`config.mk`:
```
export PLATFORM = sky130hd
export DESIGN_NAME = jpeg_app_segment_extractor_core
export DESIGN_NICKNAME = d
export VERILOG_FILES = /design/src/jase_pkg.sv /design/src/jase_parser.sv /design/src/jpeg_app_segment_extractor_core.sv
export SDC_FILE = /design/constraint.sdc
export NUM_CORES = 1
export LEC_CHECK = 0
export BUFFER_PORTS_ARGS = -buffer_cell sky130_fd_sc_hd__buf_2
export CAP_MARGIN = 20
export CORE_MARGIN = 2
export CORE_UTILIZATION = 60
export DETAILED_ROUTE_END_ITERATION = 10
export GPL_TIMING_DRIVEN = 1
export HOLD_SLACK_MARGIN = 0.06
export PLACE_DENSITY_LB_ADDON = 0.15
export SYNTH_ARGS = -nofsm -noshare
export SYNTH_HDL_FRONTEND = slang
export SYNTH_SLANG_ARGS = --single-unit
```
`constraint.sdc`:
```
create_clock -name clk -period 7.58 [get_ports clk]
set_input_delay 0.379 -clock clk [delete_from_list [all_inputs] [get_ports clk]]
set_output_delay 0.379 -clock clk [all_outputs]
set_load 0.01 [all_outputs]
```
`src/jase_pkg.sv`:
```
// Shared types and constants for the JPEG APP segment extractor.
package jase_pkg;

  localparam logic [7:0] MARK_START = 8'hFF;
  localparam logic [7:0] APP_MASK   = 8'hF0;
  localparam logic [7:0] APP_BASE   = 8'hE0;
  localparam logic [7:0] APP_EXIF   = 8'hE1;
  localparam logic [7:0] APP_ICC    = 8'hE2;
  localparam logic [7:0] APP_IPTC   = 8'hED;

  localparam logic [1:0] KIND_EXIF = 2'd0;
  localparam logic [1:0] KIND_ICC  = 2'd1;
  localparam logic [1:0] KIND_IPTC = 2'd2;

  localparam logic [2:0] ALL_CAPTURED = 3'b111;

  typedef enum logic [6:0] {
    PH_START   = 7'b0000001,
    PH_MARKER  = 7'b0000010,
    PH_LEN_HI  = 7'b0000100,
    PH_LEN_LO  = 7'b0001000,
    PH_SKIP    = 7'b0010000,
    PH_CAPTURE = 7'b0100000,
    PH_DONE    = 7'b1000000
  } phase_t;

  typedef struct packed {
    logic        byte_valid;
    logic [1:0]  segment_kind;
    logic [7:0]  payload_byte;
    logic        first_of_segment;
    logic        last_of_segment;
    logic [15:0] segment_length;
    logic        finished;
  } result_t;

endpackage

```
`src/jase_parser.sv`:
```
// Marker/segment parse state and the per-byte result logic.
module jase_parser (
  input  logic               clk,
  input  logic               rst,
  input  logic               accept,
  input  logic [7:0]         data_byte,
  output jase_pkg::result_t  result
);
  import jase_pkg::*;

  phase_t      phase, phase_next;
  logic [15:0] bytes_left, bytes_left_next;
  logic [15:0] payload_total, payload_total_next;
  logic [7:0]  marker_code, marker_code_next;
  logic [2:0]  captured_flags, captured_flags_next;
  logic [1:0]  current_kind, current_kind_next;

  logic [15:0] len;
  logic [15:0] pay;
  logic [15:0] left_dec;
  logic        kind_hit;
  logic [1:0]  kind_sel;

  assign len      = bytes_left | {8'h00, data_byte};
  assign pay      = (len >= 16'd2) ? len - 16'd2 : 16'd0;
  assign left_dec = (bytes_left != 16'd0) ? bytes_left - 16'd1 : 16'd0;

  always_comb begin
    kind_hit = 1'b1;
    kind_sel = KIND_EXIF;
    unique case (marker_code)
      APP_EXIF: kind_sel = KIND_EXIF;
      APP_ICC:  kind_sel = KIND_ICC;
      APP_IPTC: kind_sel = KIND_IPTC;
      default:  kind_hit = 1'b0;
    endcase
  end

  always_comb begin
    phase_next          = phase;
    bytes_left_next     = bytes_left;
    payload_total_next  = payload_total;
    marker_code_next    = marker_code;
    captured_flags_next = captured_flags;
    current_kind_next   = current_kind;
    result              = '0;
    unique case (phase)
      PH_START: begin
        phase_next = (data_byte == MARK_START) ? PH_MARKER : PH_DONE;
      end
      PH_MARKER: begin
        if ((data_byte & APP_MASK) == APP_BASE) begin
          marker_code_next = data_byte;
          bytes_left_next  = 16'd0;
          phase_next       = PH_LEN_HI;
        end else begin
          phase_next = PH_START;
        end
      end
      PH_LEN_HI: begin
        bytes_left_next = {data_byte, 8'h00};
        phase_next      = PH_LEN_LO;
      end
      PH_LEN_LO: begin
        bytes_left_next    = pay;
        payload_total_next = pay;
        marker_code_next   = 8'h00;
        if (pay == 16'd0) begin
          phase_next = PH_START;
        end else if (kind_hit && !captured_flags[kind_sel]) begin
          captured_flags_next           = captured_flags;
          captured_flags_next[kind_sel] = 1'b1;
          current_kind_next             = kind_sel;
          phase_next                    = PH_CAPTURE;
        end else begin
          phase_next = PH_SKIP;
        end
      end
      PH_SKIP: begin
        bytes_left_next = left_dec;
        if (left_dec == 16'd0) phase_next = PH_START;
      end
      PH_CAPTURE: begin
        result.byte_valid       = 1'b1;
        result.segment_kind     = current_kind;
        result.payload_byte     = data_byte;
        result.segment_length   = payload_total;
        result.first_of_segment = (bytes_left == payload_total);
        result.last_of_segment  = (bytes_left <= 16'd1);
        bytes_left_next         = left_dec;
        if (left_dec == 16'd0) begin
          phase_next = (captured_flags == ALL_CAPTURED) ? PH_DONE : PH_START;
        end
      end
      PH_DONE: begin
        phase_next = PH_DONE;
      end
      default: begin
        phase_next = PH_DONE;
      end
    endcase
    result.finished = (phase_next == PH_DONE);
  end

  always_ff @(posedge clk) begin
    if (rst) begin
      phase          <= PH_START;
      bytes_left     <= 16'd0;
      payload_total  <= 16'd0;
      marker_code    <= 8'h00;
      captured_flags <= 3'b000;
      current_kind   <= KIND_EXIF;
    end else if (accept) begin
      phase          <= phase_next;
      bytes_left     <= bytes_left_next;
      payload_total  <= payload_total_next;
      marker_code    <= marker_code_next;
      captured_flags <= captured_flags_next;
      current_kind   <= current_kind_next;
    end
  end

endmodule

```
`src/jpeg_app_segment_extractor_core.sv`:
```
// Top level: JPEG APP1/APP2/APP13 payload extractor with output register and skid stage.
// Accepted beats' results are registered in the output stage, or skid stage if stalled.
// One byte per cycle unless in_stall is high; parse state steps on each accepted byte.
// A skid stage lets one more beat in while the output beat is stalled.
// Reset (rst, synchronous): parser returns to expecting 0xFF, no segments captured,
// output and skid stages empty.
module jpeg_app_segment_extractor_core (
  input  logic        clk,
  input  logic        rst,
  input  logic        in_valid,
  output logic        in_stall,
  input  logic [7:0]  data_byte,
  output logic        out_valid,
  input  logic        out_stall,
  output logic        byte_valid,
  output logic [1:0]  segment_kind,
  output logic [7:0]  payload_byte,
  output logic        first_of_segment,
  output logic        last_of_segment,
  output logic [15:0] segment_length,
  output logic        finished
);
  import jase_pkg::*;

  result_t step_res;
  result_t out_res;
  result_t skid_res;
  logic    skid_valid;
  logic    accept;

  assign in_stall = skid_valid;
  assign accept   = in_valid && !skid_valid;

  jase_parser u_parser (
    .clk       (clk),
    .rst       (rst),
    .accept    (accept),
    .data_byte (data_byte),
    .result    (step_res)
  );

  always_ff @(posedge clk) begin
    if (rst) begin
      out_valid  <= 1'b0;
      skid_valid <= 1'b0;
    end else if (out_valid && out_stall) begin
      // output held; park a new beat in the skid stage
      if (accept) skid_valid <= 1'b1;
    end else if (skid_valid) begin
      out_valid  <= 1'b1;
      skid_valid <= 1'b0;
    end else begin
      out_valid <= accept;
    end
  end

  always_ff @(posedge clk) begin
    if (out_valid && out_stall) begin
      if (accept) skid_res <= step_res;
    end else if (skid_valid) begin
      out_res <= skid_res;
    end else if (accept) begin
      out_res <= step_res;
    end
  end

  assign byte_valid       = out_res.byte_valid;
  assign segment_kind     = out_res.segment_kind;
  assign payload_byte     = out_res.payload_byte;
  assign first_of_segment = out_res.first_of_segment;
  assign last_of_segment  = out_res.last_of_segment;
  assign segment_length   = out_res.segment_length;
  assign finished         = out_res.finished;

endmodule

```
==> key figures, run 1 <==
Run status
  – Outcome: finished clean

CTS
  – Clock Tree Buf Depth: 2
  – Root buf cell: clkbuf_8
  – Resize count post-CTS: 0
  – Hold Buf Count CTS: 0
  – Later-pin clock latency in the skew report: 0.52 ns
  – H-tree depth: 4
  – CTS tree: yes
  – Post-CTS setup buffer count: 0
  – CTS sink count: 114
  – Worst-path clk slew: 0.06 ns
  – Inserted Clock Buffers: 17

Timing
  – Final period utilization: 0.464
  – Final Setup Violations: 0
  – Final Hold Fails: 0
  – Max Transition Viols Final: 0
  – RSZ-0062 raised after global routing: false
  – Worst Skew: 0.00677 ns
  – Period minus WS final: 3.51 ns
  – Worst slew pin tran: 1.00 ns
  – Max_slew headroom: 0.327
  – FMAX: 0.285 GHz
  – Setup_tns: 0 ns

Synthesis
  – Warnings from Yosys: 0
  – Post-synthesis mux area share: 0.0597
  – Top post-synthesis cells by area: edfxtp_1 (29%), dfxtp_1 (18%), mux2_2 (5.1%), nor2_1 (4.7%), xor2_1 (4.0%)
  – Compound-Gate Fraction of Synth Area: 0.136
  – Number of flops mapped to enable cells by yosys: 60
  – Seq/Total Area, Yosys: 0.468
  – Yosys reg bits: 114
  – Top-area cell type share of the netlist area: 0.292
  – Post-synthesis simple-gate area fraction: 0.233
  – Netlist Area Pre-Place: 0.00616 mm2
  – Post-synth cell types: 69
  – Syn avg cell area: 9.65 um2
  – Synth area leader: edfxtp_1
  – Most used DFF post-synth: edfxtp_1
  – Async SR Flop Fraction: 0
  – Syn Nets: 655
  – Main combinational cell family by area after synthesis: simple AND/OR/NAND/NOR gates
  – Post-Synth Adder-Cell Area: 0.00812
  – Post-synthesis xor/xnor area fraction: 0.0540
  – Post-Syn Instances: 639

Global routing
  – Initial antenna violation count: 0
  – Global-route wire length before repair: 28200 um
  – GRT Total Usage: 0.337
  – Largest net degree at the start of global routing: 62
  – Global route total overflow: 0
  – Number of global-route vias before repair: 4953

Power
  – P_sw: 379 uW
  – Leak: 2.68 nW
  – Pwr dens: 221 mW/mm2
  – Clock share of power: 0.517
  – VDD IR-drop max: 141 uV
  – Comb pwr share: 0.050
  – Portion of total power attributed to sequential cells: 0.433
  – Switching Share: 0.246
  – Pint: 1.17 mW

Critical path
  – Reg2Reg Capture Point: u_parser.current_kind[1]
  – Critical path's top delay family: simple AND/OR/NAND/NOR gates
  – Crit-path max FO: 11
  – CP Launch Point: u_parser.bytes_left[1]
  – Cells along the critical path: or2_2, inv_1, ha_1, nor4b_1, and4_1, xor2_1, nor4_2, nand3_2, a311oi_4, mux2_1
  – Setup CP Type: flop to flop
  – Reg2Reg Setup Slack: 4.07 ns
  – Reg2reg start: u_parser.bytes_left[1]
  – Reg2reg path depth: 10
  – Critical path depth in cells: 10
  – Worst Path Arrival: 3.92 ns
  – Critical-path top delay cell: a311oi_4
  – Crit start category: flop
  – WP data required: 7.99 ns
  – Crit path largest cell delay: 0.47 ns
  – CP Capture Type: flop
  – CP bufs+invs: 1

Floorplanning
  – # IOs: 44
  – Die height: 105 um
  – Die area: 0.0111 mm2
  – Chip width: 105 um
  – CORE AREA: 0.00986 mm2
  – Starting Density: 0.625
  – Row count: 36

Final layout
  – Diode count: 0
  – Share of layout cells above drive strength 1: 0.196
  – Multi-input logic area: 0.00303 mm2
  – Filler cell count: 727
  – Layout Cells excl Fill: 803
  – Synth-to-Final Area Change: 13.3%
  – Final net count: 673
  – Register area: 0.00288 mm2

Place
  – Port bufs: 43
  – Cell Count Post-Placement: 770
  – GPL Wtd Cong: 0.970
  – Placed wire-length estimate: 12400 um

Flow run
  – Max Cap Viol: 0

Drt
  – Antenna-violating nets left: 0
  – Wirelength per Cell: 22.5 um
  – DR vias/cell: 6.47
  – Drt first-iter violations: 595
  – # DRC: 0
  – Vias: 5199
  – Drt total wl: 18100 um
  – DR pass1 iterations: 6

Worst hold path
  – Hold depth: 2
  – Min-delay src: rst
  – Hold EP: out_valid
  – Worst hold path class: input port to flop
[stage by stage]
step / cell area [um2] / hold WS [ns] / worst slack [ns] / total power, mW / utilization
finish: 6980 / 0.172 / 4.07 / 1.54 / 0.708
floorplan: 6160 / 0.435 / 4.60 / 0.726 / -
global route: 6980 / 0.178 / 3.96 / 1.59 / 0.708
CTS: 6960 / 0.180 / 4.11 / 1.55 / 0.706
global placement: 6370 / 0.455 / 4.15 / 0.755 / 0.646
detailed placement: 6370 / 0.464 / 4.07 / 0.756 / 0.646
[worst register-to-register path: stages, from the launching register on]
cell	delay (ns)
dfxtp_1	0.43
or2_2	0.41
inv_1	0.10
ha_1	0.45
nor4b_1	0.28
and4_1	0.27
xor2_1	0.15
nor4_2	0.35
nand3_2	0.15
a311oi_4	0.47
mux2_1	0.36
[power by group through the flow]
stage / logic, mW / registers, mW / clock network, mW
after floorplan: 0.0393 / 0.687 / 0
after global placement: 0.0734 / 0.681 / 0
after detailed placement: 0.0741 / 0.682 / 0
after CTS: 0.0746 / 0.669 / 0.804
after global routing: 0.0819 / 0.671 / 0.834
final: 0.0767 / 0.669 / 0.799
[Yosys cell counts (all sizes together), types with 3 or more instances]
master / number
a211oi: 10
a21oi: 34
a22oi: 14
a311oi: 3
a31oi: 4
and2: 28
buf: 17
clkbuf: 34
dfxtp: 54
edfxtp: 60
ha: 4
inv: 9
mux2: 30
mux2i: 3
nand2: 47
nand2b: 8
nand3: 17
nand3b: 4
nand4: 8
nor2: 79
nor2b: 5
nor3: 25
nor3b: 5
nor4: 18
nor4b: 5
o21a: 3
o21ai: 21
o22ai: 6
o2bb2ai: 4
o31ai: 4
o32a: 3
o41ai: 4
or2: 3
or3: 5
or4: 4
xnor2: 10
xor2: 28
[kinds of logic (layout without fill, tap and decap cells)]
| logic type | Yosys count | count (layout) |
|---|---|---|
| adders and majority gates | 4 | 4 |
| muxes | 33 | 33 |
| AOI/OAI and AO/OA | 123 | 123 |
| xor gates and xnor gates | 38 | 38 |
| DFF | 114 | 114 |
| and+or+nand+nor | 267 | 267 |
| buffers and inverters | 60 | 91 |
[cell usage in the layout, fill, tap and decap left out, types with 5 or more instances in the layout]
master and n:
buf_4 6, o22ai_1 6, clkbuf_16 16, nand2b_1 8, nor2b_1 5, nor4_1 12, a21oi_1 33, and2_1 28
o21ai_0 19, xnor2_1 10, nor3_1 24, nand4_1 7, a211oi_1 9, nand3_1 16, inv_1 9, nor3b_1 5
nor2_1 76, dfxtp_1 54, buf_2 43, edfxtp_1 60, mux2_2 28, a22oi_1 14, nand2_1 47, xor2_1 28
[final cells by class]
cell class,count,area share
Clock buffer,17,0.0593
Clock inverter,15,0.0251
Inverter,9,0.00484
Multi-Input combinational cell,465,0.434
Sequential cell,114,0.413
Tap cell,133,0.0238
Timing Repair Buffer,50,0.0401
[how the worst max path moves through the flow]
stage | slack [ns] | endpoint
after floorplan | 4.60 | byte_valid
after global placement | 4.15 | u_parser.current_kind[1]
after detailed placement | 4.07 | u_parser.current_kind[1]
after CTS | 4.11 | u_parser.current_kind[1]
after global routing | 3.96 | u_parser.current_kind[0]
final | 4.07 | u_parser.current_kind[1]
[metal layers]
layer / track usage / wire (um) / share of wire
met5: 0 / 0 / 0
met4: 0.153 / 643 / 0.036
met2: 0.519 / 8430 / 0.47
met3: 0.0544 / 1520 / 0.084
met1: 0.466 / 7520 / 0.42
[flip-flops by register name, summed over array words and instances (netlist names), 3 cells and up]
| name | cells |
|---|---|
| payload_byte | 8 |
| segment_length | 16 |
| skid_res | 30 |
| u_parser.bytes_left | 16 |
| u_parser.captured_flags | 3 |
| u_parser.marker_code | 8 |
| u_parser.payload_total | 16 |
| u_parser.phase | 7 |
Power figures use the tool's default switching activity.
==> run 2: changes to the inputs <==
- clock period: 7.58 -> 3.5 ns (I/O delays scaled with it)
==> run 2 against run 1 <==
Net effect:
- utilization grew 1.5 points
- clock-buffer cell count is 2 higher
- setup slack worse by 3.8 ns
- die area unchanged
- sequential share of layout area down 0.88 points
- combinational power up 130%
- non-clock buffer count rose by 25
- sequential power rose by 120%
- register-to-register slack lost 3.8 ns
- critical endpoint is now finished
==> key figures, run 2 (same netlist as run 1, synthesis figures left out) <==
Timing
  – FMAX: 0.309 GHz (was 0.285 GHz)
  – Worst slew pin tran: 0.895 ns (was 1.00 ns)
  – Final Hold Fails: 0 (unchanged)
  – Period minus WS final: 3.24 ns (was 3.51 ns)
  – Setup_tns: 0 ns (unchanged)
  – Final Setup Violations: 0 (unchanged)
  – Worst Skew: 0.0111 ns (was 0.00677 ns)
  – Max Transition Viols Final: 0 (unchanged)
  – Max_slew headroom: 0.401 (was 0.327)
  – Final period utilization: 0.926 (was 0.464)
  – WHS: 0.0332 ns (was 0.172 ns)
  – RSZ-0062 raised after global routing: false (unchanged)

Power
  – VDD IR-drop max: 392 uV (was 141 uV)
  – Leak: 2.78 nW (was 2.68 nW)
  – Tot Pwr: 3.24 mW (was 1.54 mW)
  – Comb pwr share: 0.055 (was 0.050)
  – Pint: 2.49 mW (was 1.17 mW)
  – Switching Share: 0.231 (was 0.246)
  – Clock share of power: 0.498 (was 0.517)
  – Pwr dens: 455 mW/mm2 (was 221 mW/mm2)
  – Portion of total power attributed to sequential cells: 0.447 (was 0.433)
  – P_sw: 750 uW (was 379 uW)

CTS
  – Resize count post-CTS: 0 (unchanged)
  – H-tree depth: 4 (unchanged)
  – Root buf cell: clkbuf_8 (unchanged)
  – Later-pin clock latency in the skew report: 0.54 ns (was 0.52 ns)
  – Clock Tree Buf Depth: 2 (unchanged)
  – CTS tree: yes (unchanged)
  – Inserted Clock Buffers: 17 (unchanged)
  – CTS sink count: 114 (unchanged)
  – Worst-path clk slew: 0.06 ns (about the same)

Critical path
  – CP Capture Type: flop (unchanged)
  – Crit-path max FO: 11 (unchanged)
  – Reg2reg path depth: 9 (was 10)
  – WP data required: 3.80 ns (was 7.99 ns)
  – Reg2Reg Capture Point: finished (was u_parser.current_kind[1])
  – Reg2Reg Setup Slack: 0.26 ns (was 4.07 ns)
  – Setup CP Type: flop to flop (unchanged)
  – Reg2reg start: u_parser.bytes_left[1] (unchanged)
  – Crit start category: flop (unchanged)
  – Worst Path Arrival: 3.54 ns (was 3.92 ns)

Final layout
  – Largest register by flop count: skid_res (unchanged)
  – Max reg flops: 30 (unchanged)
  – Share of layout cells above drive strength 1: 0.204 (was 0.196)
  – Final core utilization: 0.723 (was 0.708)
  – Commonest non-fill, non-tap cell in the layout: nor2_1 (unchanged)
  – Filler cell count: 717 (was 727)
  – Commonest cells after routing, fill and taps aside: nor2_1 (76), edfxtp_1 (60), dfxtp_1 (54) (unchanged)
  – Diode count: 0 (unchanged)
  – Final net count: 698 (was 673)
  – Synth-to-Final Area Change: 15.8% (was 13.3%)

Drt
  – Vias: 5312 (was 5199)
  – DR pass1 iterations: 6 (unchanged)
  – Drt total wl: 18000 um (was 18100 um)
  – DR vias/cell: 6.42 (was 6.47)
  – Drt first-iter violations: 731 (was 595)
  – Antenna-violating nets left: 0 (unchanged)
  – Wirelength per Cell: 21.8 um (was 22.5 um)
  – # DRC: 0 (unchanged)

Worst hold path
  – Hold EP: u_parser.phase[1] (was out_valid)
  – Hold depth: 2 (unchanged)
  – Worst hold path class: input port to flop (unchanged)
  – Min-delay src: rst (unchanged)

Floorplanning
  – Starting Density: 0.625 (unchanged)
  – Chip width: 105 um (unchanged)
  – CORE AREA: 0.00986 mm2 (unchanged)
  – Die area: 0.0111 mm2 (unchanged)
  – # IOs: 44 (unchanged)
  – Row count: 36 (unchanged)
  – Die height: 105 um (unchanged)

Flow run
  – Max Cap Viol: 0 (unchanged)

Global routing
  – Global route total overflow: 0 (unchanged)
  – Largest net degree at the start of global routing: 62 (unchanged)
  – GRT Total Usage: 0.338 (was 0.337)
  – Global-route wire length before repair: 28400 um (was 28200 um)
  – Initial antenna violation count: 0 (unchanged)
  – Number of global-route vias before repair: 5078 (was 4953)

Run status
  – Outcome: finished clean (unchanged)

Place
  – GPL Wtd Cong: 0.973 (was 0.970)
  – Port bufs: 43 (unchanged)
  – Placed wire-length estimate: 12300 um (was 12400 um)
run 2: cell count changes in the layout (fill, tap and decap cells not counted), sizes merged:
cell / delta
buf: +19
clkbuf: +2
clkinv: +4
clkinvlp: -1
dlygate4sd3: +6
inv: -5
run 2: per-stage QoR:
| stage | worst slack, ns | instance area (um2) | cells |
|---|---|---|---|
| final | 0.260 | 7140 | 828 |
| after global routing | 0.00460 | 7140 | 828 |
| after CTS | 0.365 | 7120 | 827 |
| after detailed placement | 0.363 | 6520 | 789 |
| after global placement | 0.487 | 6520 | 789 |
| after floorplan | 0.516 | 6160 | 639 |
run 2: layout make-up:
type / count / area [um2] / area share
clock buffer: 19 / 422 / 0.0591
inverter: 9 / 33.8 / 0.00473
multi-input combinational: 465 / 3030 / 0.425
sequential: 114 / 2880 / 0.404
tap: 133 / 166 / 0.0233
timing repair buffer: 75 / 483 / 0.0677
clock inverter: 13 / 118 / 0.0165
run 2: power by group through the flow:
stage	Sequential, mW	Combinational (mW)	Clock, mW
6_report	1.45	0.177	1.62
5_1_grt	1.45	0.188	1.68
4_1_cts	1.45	0.171	1.62
3_5_place_dp	1.48	0.165	0
3_3_place_gp	1.47	0.162	0
2_1_floorplan	1.49	0.0852	0
run 2: layer usage:
metal	vias up	part of all wire	global-route usage
met4	0	0.029	0.136
li1	2427	-	-
met5	-	0	0
met3	50	0.093	0.0798
met1	2535	0.42	0.463
met2	300	0.46	0.518
run 2: how the worst max path moves through the flow:
stage | startpoint | to | slack (ns) | cells past startpoint
after floorplan | in_stall | byte_valid | 0.52 | 4
after global placement | u_parser.bytes_left[1] | u_parser.current_kind[1] | 0.49 | 10
after detailed placement | u_parser.bytes_left[1] | finished | 0.36 | 9
after CTS | u_parser.bytes_left[1] | finished | 0.36 | 9
after global routing | u_parser.bytes_left[1] | finished | 0.005 | 9
final | u_parser.bytes_left[1] | finished | 0.26 | 9
run 2: what timing repair did:
item                                   in CTS  in global routing
hold buffers                                6                  0
endpoints found under the hold margin       5                  0
buffers inserted                            0                  0
run 2: critical path: stages (launching register included):
cell and delay (ns):
dfxtp_1 0.44, inv_1 0.17, ha_1 0.34, nor3b_1 0.66, nand3_1 0.18, xnor2_1 0.22
nor4_1 0.10, a21oi_1 0.44, o21ai_1 0.18, mux2_2 0.28
==> run 3: changes to the inputs <==
- CORE_ASPECT_RATIO: unset -> 0.75
==> run 3 against run 2 <==
Net effect:
- clock power is 14% higher
- highest routed layer unchanged
- power is 7.3% higher
- first-iteration DRC count is 16% higher
- routed wire length is 9.0% higher
- clock-buffer cell count is 2 lower
- via count is 5.1% higher
- sequential power hardly changed
- global-route usage is 2.3 points higher
- critical path depth stayed put
- utilization is 1.2 points lower
- cell count is 0.24% higher
==> key figures, run 3 (same netlist as run 1, synthesis figures left out) <==
Power
  – Pwr dens: 483 mW/mm2 (was 455 mW/mm2)
  – Leak: 2.82 nW (was 2.78 nW)
  – Tot Pwr: 3.48 mW (was 3.24 mW)
  – VDD IR-drop max: 346 uV (was 392 uV)

Floorplanning
  – Row count: 32 (was 36)
  – Die height: 91.8 um (was 105 um)
  – Chip width: 121 um (was 105 um)
  – CORE AREA: 0.0101 mm2 (was 0.00986 mm2)
  – Starting Density: 0.608 (was 0.625)
  – Die area: 0.0111 mm2 (about the same)
  – # IOs: 44 (unchanged)

Critical path
  – CP Capture Type: flop (unchanged)
  – Reg2Reg Setup Slack: 0.22 ns (was 0.26 ns)
  – Critical-path top delay cell: nor3b_1 (unchanged)
  – WP data required: 3.67 ns (was 3.80 ns)
  – Worst Path Arrival: 3.45 ns (was 3.54 ns)
  – Critical path's top delay family: simple AND/OR/NAND/NOR gates (unchanged)
  – Crit-path max FO: 11 (unchanged)
  – Setup CP Type: flop to flop (unchanged)
  – Cells along the critical path: inv_1, ha_1, nor3b_1, nand3_1, xnor2_1, nor4_1, a21oi_1, o21ai_1, mux2_2 (unchanged)
  – Crit start category: flop (unchanged)
  – Reg2reg start: u_parser.bytes_left[1] (unchanged)
  – CP bufs+invs: 1 (unchanged)
  – Reg2Reg Capture Point: finished (unchanged)
  – Reg2reg path depth: 9 (unchanged)
  – Crit path largest cell delay: 0.73 ns (was 0.66 ns)

Final layout
  – Register area: 0.00288 mm2 (unchanged)
  – Share of layout cells above drive strength 1: 0.223 (was 0.204)
  – Max reg flops: 30 (unchanged)
  – Multi-input logic area: 0.00303 mm2 (unchanged)
  – Largest register by flop count: skid_res (unchanged)
  – Filler cell count: 692 (was 717)
  – Diode count: 0 (unchanged)
  – Commonest non-fill, non-tap cell in the layout: nor2_1 (unchanged)
  – Synth-to-Final Area Change: 17.0% (was 15.8%)
  – Commonest cells after routing, fill and taps aside: nor2_1 (76), edfxtp_1 (60), dfxtp_1 (54) (unchanged)
  – Final net count: 697 (was 698)

CTS
  – Hold Buf Count CTS: 0 (was 6)
  – Worst-path clk slew: 0.06 ns (about the same)
  – Post-CTS setup buffer count: 0 (unchanged)
  – CTS sink count: 114 (unchanged)
  – Later-pin clock latency in the skew report: 0.42 ns (was 0.54 ns)
  – H-tree depth: 4 (unchanged)
  – Resize count post-CTS: 0 (unchanged)
  – CTS tree: yes (unchanged)
  – Inserted Clock Buffers: 17 (unchanged)
  – Clock Tree Buf Depth: 2 (unchanged)
  – Root buf cell: clkbuf_16 (was clkbuf_8)

Worst hold path
  – Hold EP: u_parser.phase[2] (was u_parser.phase[1])
  – Hold depth: 2 (unchanged)
  – Min-delay src: rst (unchanged)
  – Worst hold path class: input port to flop (unchanged)

Global routing
  – Initial antenna violation count: 0 (unchanged)
  – Number of global-route vias before repair: 5215 (was 5078)
  – GRT Total Usage: 0.360 (was 0.338)
  – Largest net degree at the start of global routing: 62 (unchanged)
  – Global route total overflow: 0 (unchanged)
  – Global-route wire length before repair: 30000 um (was 28400 um)

Place
  – Port bufs: 43 (unchanged)
  – Placed wire-length estimate: 13000 um (was 12300 um)
  – GPL Wtd Cong: 1.04 (was 0.973)

Timing
  – Final period utilization: 0.937 (was 0.926)
  – Final Hold Fails: 0 (unchanged)
  – FMAX: 0.305 GHz (was 0.309 GHz)
  – Worst slew pin tran: 0.948 ns (was 0.895 ns)
  – Period minus WS final: 3.28 ns (was 3.24 ns)
  – Max Transition Viols Final: 0 (unchanged)
  – Final Setup Violations: 0 (unchanged)
  – Max_slew headroom: 0.362 (was 0.401)
  – Worst Skew: 0.00828 ns (was 0.0111 ns)
  – Setup_tns: 0 ns (unchanged)
  – RSZ-0062 raised after global routing: false (unchanged)

Drt
  – Wirelength per Cell: 23.7 um (was 21.8 um)
  – DR vias/cell: 6.73 (was 6.42)
  – Drt total wl: 19600 um (was 18000 um)
  – # DRC: 0 (unchanged)
  – Vias: 5582 (was 5312)
  – Antenna-violating nets left: 0 (unchanged)
  – Drt first-iter violations: 847 (was 731)
  – DR pass1 iterations: 7 (was 6)

Flow run
  – Max Cap Viol: 0 (unchanged)

Run status
  – Outcome: finished clean (unchanged)
[run 3: changes by cell type in the layout (fill, tap and decap cells not counted), moves of 2 or more]
cell,change
inv_6,+5
clkbuf_1,-2
clkinv_1,-6
buf_4,+4
dlygate4sd3_1,-6
inv_8,+2
[run 3: layout make-up]
cell class | count | share of cell area
tap | 136 | 0.0236
sequential | 114 | 0.400
timing repair buffer | 74 | 0.0656
inverter | 9 | 0.00469
clock inverter | 15 | 0.0271
clock buffer | 17 | 0.0590
multi-input combinational | 465 | 0.420
[run 3: per-stage QoR]
step	cell area (um2)	instances	setup slack, ns	utilization	hold WS, ns
floorplan	6160	639	0.516	-	0.327
global placement	6570	797	0.441	0.649	0.453
detailed placement	6570	797	0.384	0.649	0.464
CTS	7190	829	0.370	0.710	0.0818
global route	7210	830	0.0677	0.712	0.0947
finish	7210	830	0.219	0.712	0.0819
[run 3: how the worst max path moves through the flow]
stage,start,endpoint,slack (ns),depth (start not counted)
2_1_floorplan,in_stall,byte_valid,0.52,4
3_3_place_gp,u_parser.bytes_left[1],u_parser.current_kind[1],0.44,10
3_5_place_dp,u_parser.bytes_left[1],u_parser.current_kind[1],0.38,10
4_1_cts,u_parser.bytes_left[1],finished,0.37,9
5_1_grt,u_parser.bytes_left[1],finished,0.07,9
6_report,u_parser.bytes_left[1],finished,0.22,9
[run 3: layer usage]
metal	vias to the layer above	track usage	part of all wire
met5	-	0	0
met4	0	0.153	0.039
met3	79	0.106	0.13
met2	446	0.529	0.44
met1	2641	0.496	0.39
li1	2416	-	-
[run 3: report_power, final]
group          switching [mW]  total [mW]  internal [mW]  leakage [nW]
Sequential             0.0122        1.45           1.44         0.999
Combinational           0.122       0.179         0.0571          1.52
Clock                   0.709        1.85           1.14         0.303
